--- config.mk ---
export PLATFORM = sky130hd
export DESIGN_NAME = nd_axis_gather_address_generator
export DESIGN_NICKNAME = d
export VERILOG_FILES = /design/src/rtl/ndgag_pkg.sv /design/src/rtl/ndgag_stride_cell.sv /design/src/rtl/ndgag_digit_cell.sv /design/src/rtl/nd_axis_gather_address_generator.sv
export SDC_FILE = /design/constraint.sdc
export NUM_CORES = 2
export LEC_CHECK = 0
export BUFFER_PORTS_ARGS = -buffer_cell sky130_fd_sc_hd__buf_2
export CAP_MARGIN = 20
export CORE_MARGIN = 5
export CORE_UTILIZATION = 30
export CTS_BUF_LIST = sky130_fd_sc_hd__clkbuf_8
export DETAILED_ROUTE_END_ITERATION = 8
export PLACE_DENSITY = 0.54
export SETUP_SLACK_MARGIN = 0.1
export SLEW_MARGIN = 10
export SYNTH_ARGS = -nofsm -noshare
export SYNTH_HDL_FRONTEND = slang
export SYNTH_SLANG_ARGS = --single-unit
--- constraint.sdc ---
create_clock -name clk -period 9.5 [get_ports clk]
set_clock_uncertainty 0.15 [all_clocks]
set_input_delay 1.9 -clock clk [delete_from_list [all_inputs] [get_ports clk]]
set_output_delay 1.9 -clock clk [all_outputs]
set_load 0.005 [all_outputs]
--- src/rtl/ndgag_pkg.sv ---
package ndgag_pkg;

	localparam int IDX_W       = 40;
	localparam int CFG_IDX_W   = 3;
	localparam int CFG_DATA_W  = 11;
	localparam int RANK_CFG_W  = 3;
	localparam int AXIS_CFG_W  = 2;
	localparam int DIM_CFG_W   = 11;
	localparam int NUM_DIM_CFG = 4;

	typedef logic [IDX_W-1:0] idx_t;

	typedef enum logic [CFG_IDX_W-1:0] {
		CFG_RANK    = 3'd0,
		CFG_AXIS    = 3'd1,
		CFG_SCATTER = 3'd2,
		CFG_DIM_0   = 3'd3,
		CFG_DIM_1   = 3'd4,
		CFG_DIM_2   = 3'd5,
		CFG_DIM_3   = 3'd6
	} cfg_reg_t;

	typedef struct packed {
		logic last;
		logic unused;
	} stride_ctl_t;

	typedef struct packed {
		logic carry;
		logic top;
	} digit_stat_t;

	typedef struct packed {
		idx_t read_index;
		idx_t write_index;
		logic line_end;
		logic pass_end;
	} result_t;

endpackage

--- src/rtl/ndgag_stride_cell.sv ---
module ndgag_stride_cell #(
	parameter int DIM_W = 11
) (
	input  logic                  clk,
	input  logic                  arst_n,
	input  ndgag_pkg::stride_ctl_t ctl,
	input  ndgag_pkg::idx_t       stride_next,
	input  logic [DIM_W-1:0]      dim_next,
	output ndgag_pkg::idx_t       stride_q
);

	localparam int PROD_W = ndgag_pkg::IDX_W + DIM_W;

	logic [PROD_W-1:0] prod;

	assign prod = PROD_W'(stride_next) * PROD_W'(dim_next);

	always_ff @(posedge clk or negedge arst_n) begin
		if (!arst_n) begin
			stride_q <= '0;
		end else if (ctl.last) begin
			stride_q <= ndgag_pkg::idx_t'(1);
		end else if (ctl.unused) begin
			stride_q <= '0;
		end else begin
			stride_q <= prod[ndgag_pkg::IDX_W-1:0];
		end
	end

endmodule

--- src/rtl/ndgag_digit_cell.sv ---
module ndgag_digit_cell #(
	parameter int CNT_W = 10
) (
	input  logic                   clk,
	input  logic                   arst_n,
	input  logic                   start,
	input  logic                   adv,
	input  logic                   carry_in,
	input  logic [CNT_W-1:0]       limit_load,
	input  ndgag_pkg::idx_t        stride_load,
	input  ndgag_pkg::idx_t        base_in,
	output ndgag_pkg::idx_t        base_out,
	output ndgag_pkg::digit_stat_t stat
);

	logic [CNT_W-1:0] digit_q;
	logic [CNT_W-1:0] limit_q;
	logic [CNT_W-1:0] digit_nx;
	logic [CNT_W-1:0] limit_nx;
	ndgag_pkg::idx_t  stride_q;
	ndgag_pkg::idx_t  base_q;
	ndgag_pkg::idx_t  base_inc;
	logic             at_limit;
	logic             incr;

	assign at_limit   = (digit_q == limit_q);
	assign incr       = carry_in & ~at_limit;
	assign base_inc   = base_q + stride_q;
	assign base_out   = incr ? base_inc : base_in;
	assign stat.carry = carry_in & at_limit;

	always_comb begin
		if (start) begin
			digit_nx = '0;
			limit_nx = limit_load;
		end else begin
			digit_nx = digit_q;
			limit_nx = limit_q;
			if (adv && carry_in) begin
				digit_nx = at_limit ? '0 : digit_q + 1'b1;
			end
		end
	end

	assign stat.top = (digit_nx == limit_nx);

	always_ff @(posedge clk or negedge arst_n) begin
		if (!arst_n) begin
			digit_q <= '0;
			limit_q <= '0;
		end else begin
			digit_q <= digit_nx;
			limit_q <= limit_nx;
		end
	end

	// prefix offset of this digit and all slower ones
	always_ff @(posedge clk) begin
		if (start) begin
			stride_q <= stride_load;
			base_q   <= '0;
		end else if (adv && carry_in) begin
			base_q <= base_out;
		end
	end

endmodule

--- src/rtl/nd_axis_gather_address_generator.sv ---
// Address generator for one axis pass over a row-major array of up to MAX_RANK dimensions.
// Each word taken on the input channel (restart=1, or a word after a pass end, starts a
// pass; others step) gives one read_index/write_index pair, one word per clock cycle when
// the output is not stalled. The odometer over the non-pass axes is a row of digit cells
// that each keep their own running offset, so a step costs one add and a carry through the
// row, with no multiplier in the stepping path. Strides come from a row of stride cells,
// one multiplier per axis, that recompute from the configuration registers continuously;
// after reset and after every configuration write the input stays not ready while that row
// settles. Two output registers let the block take a word while a result is still waiting.
module nd_axis_gather_address_generator #(
	parameter int MAX_RANK = 4,
	parameter int DIM_MAX  = 1024
) (
	input  logic                             clk,
	input  logic                             arst_n,
	input  logic                             cfg_write,
	input  logic [ndgag_pkg::CFG_IDX_W-1:0]  cfg_index,
	input  logic [ndgag_pkg::CFG_DATA_W-1:0] cfg_data,
	input  logic                             in_valid,
	output logic                             in_ready,
	input  logic                             restart,
	output logic                             out_valid,
	input  logic                             out_ready,
	output ndgag_pkg::idx_t                  read_index,
	output ndgag_pkg::idx_t                  write_index,
	output logic                             line_end,
	output logic                             pass_end
);

	localparam int NCELL  = MAX_RANK - 1;
	localparam int DIM_W  = $clog2(DIM_MAX + 1);
	localparam int CNT_W  = $clog2(DIM_MAX);
	localparam int RANK_W = $clog2(MAX_RANK + 1);
	localparam int AX_W   = $clog2(MAX_RANK);
	localparam int SET_W  = $clog2(MAX_RANK + 1);
	localparam int RCW    = ndgag_pkg::RANK_CFG_W;
	localparam int ACW    = ndgag_pkg::AXIS_CFG_W;
	localparam int DCW    = ndgag_pkg::DIM_CFG_W;
	localparam int NDC    = ndgag_pkg::NUM_DIM_CFG;

	// configuration registers
	logic [RCW-1:0]   rank_cfg_q;
	logic [ACW-1:0]   axis_cfg_q;
	logic             scatter_cfg_q;
	logic [DCW-1:0]   dim_cfg_q [NDC];
	logic [SET_W-1:0] settle_q;

	logic [RANK_W-1:0] rank_c;
	logic [AX_W-1:0]   axis_c;
	logic [DIM_W-1:0]  dim_c [MAX_RANK];
	ndgag_pkg::idx_t   stride_q [MAX_RANK];

	// pass state
	logic             pass_done_q;
	logic [CNT_W-1:0] inner_q;
	logic [DIM_W-1:0] axis_len_q;
	ndgag_pkg::idx_t  stride_axis_q;
	ndgag_pkg::idx_t  strided_q;
	ndgag_pkg::idx_t  linear_q;

	logic             acc;
	logic             start;
	logic             adv;
	logic             inner_last;
	logic [CNT_W-1:0] inner_nx;
	logic [DIM_W-1:0] len_nx;
	ndgag_pkg::idx_t  strided_nx;
	ndgag_pkg::idx_t  linear_nx;
	logic             line_end_nx;
	logic             pass_end_nx;
	ndgag_pkg::idx_t  newbase;

	logic                   carry_v [NCELL+1];
	ndgag_pkg::idx_t        base_v  [NCELL+1];
	ndgag_pkg::digit_stat_t stat_v  [NCELL];
	logic [NCELL-1:0]       top_v;

	// output buffer
	ndgag_pkg::result_t res;
	ndgag_pkg::result_t ent0_q;
	ndgag_pkg::result_t ent1_q;
	logic [1:0]         cnt_q;
	logic               pop;

	function automatic logic [DIM_W-1:0] clamp_dim(input logic [DCW-1:0] v);
		if (v == '0) begin
			return DIM_W'(1);
		end
		if (int'(v) > DIM_MAX) begin
			return DIM_W'(DIM_MAX);
		end
		return DIM_W'(v);
	endfunction

	always_ff @(posedge clk or negedge arst_n) begin
		if (!arst_n) begin
			rank_cfg_q    <= RCW'(2);
			axis_cfg_q    <= '0;
			scatter_cfg_q <= 1'b0;
			for (int i = 0; i < NDC; i++) begin
				dim_cfg_q[i] <= DCW'(1);
			end
		end else if (cfg_write) begin
			case (cfg_index)
				ndgag_pkg::CFG_RANK:    rank_cfg_q    <= cfg_data[RCW-1:0];
				ndgag_pkg::CFG_AXIS:    axis_cfg_q    <= cfg_data[ACW-1:0];
				ndgag_pkg::CFG_SCATTER: scatter_cfg_q <= cfg_data[0];
				ndgag_pkg::CFG_DIM_0:   dim_cfg_q[0]  <= cfg_data[DCW-1:0];
				ndgag_pkg::CFG_DIM_1:   dim_cfg_q[1]  <= cfg_data[DCW-1:0];
				ndgag_pkg::CFG_DIM_2:   dim_cfg_q[2]  <= cfg_data[DCW-1:0];
				ndgag_pkg::CFG_DIM_3:   dim_cfg_q[3]  <= cfg_data[DCW-1:0];
				default: ;
			endcase
		end
	end

	// hold the input off while the stride row settles after reset or a register write
	always_ff @(posedge clk or negedge arst_n) begin
		if (!arst_n) begin
			settle_q <= SET_W'(MAX_RANK);
		end else if (cfg_write) begin
			settle_q <= SET_W'(MAX_RANK);
		end else if (settle_q != '0) begin
			settle_q <= settle_q - 1'b1;
		end
	end

	always_comb begin
		if (int'(rank_cfg_q) < 2) begin
			rank_c = RANK_W'(2);
		end else if (int'(rank_cfg_q) > MAX_RANK) begin
			rank_c = RANK_W'(MAX_RANK);
		end else begin
			rank_c = RANK_W'(rank_cfg_q);
		end
		if (int'(axis_cfg_q) > int'(rank_c) - 2) begin
			axis_c = AX_W'(int'(rank_c) - 2);
		end else begin
			axis_c = AX_W'(axis_cfg_q);
		end
	end

	for (genvar d = 0; d < MAX_RANK; d++) begin : g_axis
		ndgag_pkg::stride_ctl_t ctl;
		ndgag_pkg::idx_t        s_next;
		logic [DIM_W-1:0]       d_next;

		if (d < NDC) begin : g_cfg
			assign dim_c[d] = clamp_dim(dim_cfg_q[d]);
		end else begin : g_one
			assign dim_c[d] = DIM_W'(1);
		end

		if (d < MAX_RANK - 1) begin : g_mid
			assign s_next = stride_q[d+1];
			assign d_next = dim_c[d+1];
		end else begin : g_end
			assign s_next = '0;
			assign d_next = '0;
		end

		assign ctl.last   = (int'(rank_c) == d + 1);
		assign ctl.unused = (int'(rank_c) < d + 1);

		ndgag_stride_cell #(
			.DIM_W(DIM_W)
		) u_stride (
			.clk        (clk),
			.arst_n     (arst_n),
			.ctl        (ctl),
			.stride_next(s_next),
			.dim_next   (d_next),
			.stride_q   (stride_q[d])
		);
	end

	assign acc   = in_valid & in_ready;
	assign start = acc & (restart | pass_done_q);
	assign adv   = acc & ~(restart | pass_done_q);

	assign inner_last = ((DIM_W'(inner_q) + 1'b1) == axis_len_q);

	// carry runs from the fastest digit down, offset runs from the slowest up
	assign carry_v[NCELL] = inner_last;
	assign base_v[0]      = '0;

	for (genvar j = 0; j < NCELL; j++) begin : g_digit
		logic [AX_W-1:0]  ax_j;
		logic [CNT_W-1:0] lim_j;

		assign ax_j  = (AX_W'(j) < axis_c) ? AX_W'(j) : AX_W'(j + 1);
		assign lim_j = (j + 1 < int'(rank_c)) ? CNT_W'(dim_c[ax_j] - 1'b1) : '0;

		ndgag_digit_cell #(
			.CNT_W(CNT_W)
		) u_digit (
			.clk        (clk),
			.arst_n     (arst_n),
			.start      (start),
			.adv        (adv),
			.carry_in   (carry_v[j+1]),
			.limit_load (lim_j),
			.stride_load(stride_q[ax_j]),
			.base_in    (base_v[j]),
			.base_out   (base_v[j+1]),
			.stat       (stat_v[j])
		);

		assign carry_v[j] = stat_v[j].carry;
		assign top_v[j]   = stat_v[j].top;
	end

	assign newbase = base_v[NCELL];

	always_comb begin
		if (start) begin
			inner_nx   = '0;
			len_nx     = dim_c[axis_c];
			strided_nx = '0;
			linear_nx  = '0;
		end else begin
			len_nx     = axis_len_q;
			linear_nx  = linear_q + 1'b1;
			if (inner_last) begin
				inner_nx   = '0;
				strided_nx = newbase;
			end else begin
				inner_nx   = inner_q + 1'b1;
				strided_nx = strided_q + stride_axis_q;
			end
		end
		line_end_nx = ((DIM_W'(inner_nx) + 1'b1) == len_nx);
		pass_end_nx = line_end_nx & (&top_v);
	end

	always_ff @(posedge clk or negedge arst_n) begin
		if (!arst_n) begin
			pass_done_q <= 1'b1;
			inner_q     <= '0;
			axis_len_q  <= '0;
		end else if (acc) begin
			pass_done_q <= pass_end_nx;
			inner_q     <= inner_nx;
			axis_len_q  <= len_nx;
		end
	end

	always_ff @(posedge clk) begin
		if (start) begin
			stride_axis_q <= stride_q[axis_c];
		end
		if (acc) begin
			strided_q <= strided_nx;
			linear_q  <= linear_nx;
		end
	end

	assign res.read_index  = scatter_cfg_q ? linear_nx : strided_nx;
	assign res.write_index = scatter_cfg_q ? strided_nx : linear_nx;
	assign res.line_end    = line_end_nx;
	assign res.pass_end    = pass_end_nx;

	assign out_valid = (cnt_q != 2'd0);
	assign pop       = out_valid & out_ready;
	assign in_ready  = (settle_q == '0) && (cnt_q != 2'd2);

	always_ff @(posedge clk or negedge arst_n) begin
		if (!arst_n) begin
			cnt_q <= 2'd0;
		end else begin
			cnt_q <= cnt_q + 2'(acc) - 2'(pop);
		end
	end

	always_ff @(posedge clk) begin
		case (cnt_q)
			2'd0: begin
				if (acc) begin
					ent0_q <= res;
				end
			end
			2'd1: begin
				if (acc && pop) begin
					ent0_q <= res;
				end else if (acc) begin
					ent1_q <= res;
				end
			end
			2'd2: begin
				if (pop) begin
					ent0_q <= ent1_q;
				end
			end
			default: ;
		endcase
	end

	assign read_index  = ent0_q.read_index;
	assign write_index = ent0_q.write_index;
	assign line_end    = ent0_q.line_end;
	assign pass_end    = ent0_q.pass_end;

endmodule

==> results.txt <==
The flow ran to the end, and the final reports show no timing, DRC or antenna violations. The number of rows created at floorplan came out at 150. The global routing usage summed across all routing layers is 16.3%. The worst hold path belongs to the class reg -> reg.

The floorplan step defined a die boundary enclosing 177000 sq um. Setup repair after global routing left no endpoint under its margin. The boundary pin count came out at 104. The most common library cell in the layout ignoring fill and taps is sky130_fd_sc_hd__nand2_1. On the worst path, the slowest cell contributes a delay of 0.69 ns. The flip-flop and latch count after synthesis is 683. The critical path starts at dim_cfg_q[32].

The number of nets in the final layout is 5896. The routed design could run at a clock period as short as 7.85 ns. The detail-routed via count per cell is 5.08.

For this design, the CTS-stage hold fixing added 0 buffers. For this run, design rule violations remaining after detail routing come to 0. The dominant cell type by count on the critical path is sky130_fd_sc_hd__fa_1. The final global-route overflow total is 0.

The detailed-router iteration count before antenna repair is 6. The synthesized area is 50500 sq um. STA puts the critical path data arrival time at 8.34 ns.

Once the clock tree was built, the resizer swapped 0 gates to a different size. The number of enable flip-flop cells after synthesis came out at 353. In this run the standard cell core region covers 167000 sq um. The share of flip-flops with an asynchronous set or reset is 30.7%. The post-synthesis to final-layout area growth is 10.8%.

In this run the tightest slew margin relative to its limit is 29.5%. The critical path data required time is 10.00 ns. The beginning of the worst register-to-register path is dim_cfg_q[32]. At the later pin of the worst-skew pair, clock insertion delay measures 0.83 ns. The detail route stage leaves a number of antenna-violating nets equal to 0. The final count of negative-setup-slack endpoints came out at 0. For the final routed database, the setup TNS stands at 0 ns. The worst setup path is captured at a flop. The post-CTS setup buffer count is 0. The cell type contributing the most total cell area after synthesis is sky130_fd_sc_hd__edfxtp_1. The total routed wirelength came out at 147 mm. The number of antenna violations at the first check in global routing is 7.

The share of the clock period used by the worst path after layout came out at 82.6%. Among all flip-flop cells after synthesis, the most frequent one is sky130_fd_sc_hd__edfxtp_1. The number of warnings printed during yosys synthesis is 0.

Along the worst path, the maximum fanout reaches 33. The tree is rooted in a sky130_fd_sc_hd__clkbuf_8. The static leakage is 24.0 nW. By area the synthesized netlist is led by sky130_fd_sc_hd__edfxtp_1 (21%), sky130_fd_sc_hd__fa_1 (11%), sky130_fd_sc_hd__dfrtp_1 (10%). The number of levels in the clock H-tree is 3. Once the floorplan was initialized, standard cells occupied 30.2% of the core. The startpoint identified for the worst hold timing path is g_digit[0].u_digit.base_q[28]. The kind of start point of the critical path is a flop. TritonCTS built the clock tree. The clock sink count came out at 683. The total count of max-transition violations in the final report is 0. The first routing iteration left 3003 violations. The cell count after synthesis came out at 5292.

After detailed routing, the average wire length per cell comes to 19.3 um. The number of global-route vias before repair came to 38100. A synthesized cell averages 9.55 sq um.

Static timing analysis puts the maximum clock frequency at 127 MHz. In this run the tool buffered the top-level ports with 103 buffer cells. The number of hold violations in the final report was 0. For this block, the via count after detailed routing is 38800. The final HPWL from detailed placement came out at 108 mm. The max-capacitance violation count is 0.

The type of the worst setup path is reg -> reg. The pin count of the biggest net entering global routing came out at 103. For the pin with the worst max-slew slack, the measured transition is 1.04 ns. The width of the die is 420 um.

The fraction of post-synthesis cell area in the top cell type by area is 21.0%. The power density normalized to cell area is 198 nW/um^2. The slowest stage of the critical path belongs to the cell sky130_fd_sc_hd__or4b_2. The clock-pin transition on the worst setup and hold timing paths came out at 0.06 ns.

The part of the Yosys area used for sequential elements is 36.1%. The final core utilization came out at 33.5%. The number of buffers between clock root and the deepest sink came out at 3. The share of post-route cells with drive strength above 1 came out at 11.4%. Synthesis instantiated 105 different standard cells from the library.

The total nets after synthesis is 5866. The maximum resistive drop on vdd came out at 0.000105 V. The first global-routing pass estimated 227 mm of wire. The overall die height came out at 420 um. The total clock buffers created by CTS is 119. The final weighted congestion in routability-driven placement came out at 0.856. The top cell types in the final layout, fill and taps aside, are sky130_fd_sc_hd__nand2_1 (631), sky130_fd_sc_hd__inv_1 (430), sky130_fd_sc_hd__nor2_1 (365).
[registers in the layout, summed over array words and instances (netlist names), 44 cells and up]
name and cells:
dim_cfg_q 44, g_digit.u_digit.stride_q 72, ent1_q 82, g_digit.u_digit.base_q 120, g_axis.u_stride.stride_q 73
[power by group]
group / internal [mW] / leakage, nW / switching [mW] / total [mW]
logic: 1.50 / 15.7 / 2.61 / 4.12
registers: 3.72 / 6.96 / 0.399 / 4.12
clock network: 1.51 / 1.39 / 1.33 / 2.84
total: 6.74 / 24.0 / 4.34 / 11.1
[per-stage QoR]
step / total power, mW / setup slack [ns] / hold slack (ns) / cell area, sq um / std cells
6_report: 11.1 / 1.65 / 0.291 / 56000 / 7640
3_5_place_dp: 8.27 / 1.70 / 0.289 / 53500 / 7404
5_1_grt: 11.8 / 1.20 / 0.327 / 56000 / 7633
4_1_cts: 11.2 / 1.66 / 0.296 / 56000 / 7630
2_1_floorplan: 6.86 / 0.179 / 0.272 / 50500 / 5292
3_3_place_gp: 8.23 / 1.82 / 0.284 / 53500 / 7402
[logic make-up after synthesis]
group	share of synthesized area (%)
buffers and inverters	5.11
muxes	4.27
AOI/OAI and AO/OA	13.1
DFF	36.1
xor gates and xnor gates	5.95
adders and majority gates	17.9
and+or+nand+nor	17.5
[critical path, delay by kind of cell (launching register included)]
family	cells	cell delay, ns
and+or+nand+nor	5	1.50
adders and majority gates	6	2.90
DFF	1	0.51
buffers and inverters	6	0.90
AOI/OAI and AO/OA	7	1.54
xor gates and xnor gates	1	0.17
[final timing paths]
check | end | slack [ns] | depth (start not counted)
setup reg to reg | g_axis[0].u_stride.stride_q[35] | 1.65 | 25
setup / recovery | g_axis[0].u_stride.stride_q[35] | 1.65 | 25
hold / removal | g_digit[0].u_digit.base_q[28] | 0.29 | 2
hold reg to reg | g_digit[0].u_digit.base_q[28] | 0.29 | 2
min in group asynchronous | g_digit[2].u_digit.digit_q[7] | 0.96 | 1
max in group asynchronous | g_axis[0].u_stride.stride_q[32] | 6.74 | 2
[layout make-up]
type / count / area [sq um]
clock buffer: 132 / 1820
clock inverter: 94 / 662
tap: 2204 / 2760
antenna: 9 / 22.5
sequential: 683 / 18300
timing repair buffer: 176 / 1090
fill: 17200 / 111000
inverter: 408 / 1540
multi-input combinational: 3934 / 29900
[cell usage after synthesis, drive strengths merged, types with 10 or more instances]
cell,count
nand3,153
and3,75
a21boi,12
and2,222
nor4,24
a22oi,32
nand4,38
fa,283
a31oi,37
nor2b,94
nor3,70
or2,17
a211oi,38
edfxtp,353
ha,271
a221o,11
o211ai,15
nor3b,16
nand2,631
a21oi,257
and4,12
nand2b,41
xor2,129
xnor2,209
mux2,158
dfxtp,120
nor2,373
inv,408
mux2i,31
dfrtp,203
o21bai,30
a22o,32
o21ai,281
o22ai,16
or3,30
buf,55
o21a,26
clkbuf,212
o31ai,27
o31a,10
o2bb2ai,11
a21o,99
[layer usage]
layer / GRT usage, % / share of wire, % / wire length, um / vias up
li1: - / - / - / 18300
met1: 23.7 / 47 / 69600 / 19300
met2: 25.1 / 44 / 64700 / 1031
met3: 3.04 / 6.5 / 9540 / 177
met4: 3.92 / 2.2 / 3220 / 0
met5: 0 / 0 / 0 / -
Note: power is estimated with default switching activity, not from simulation.
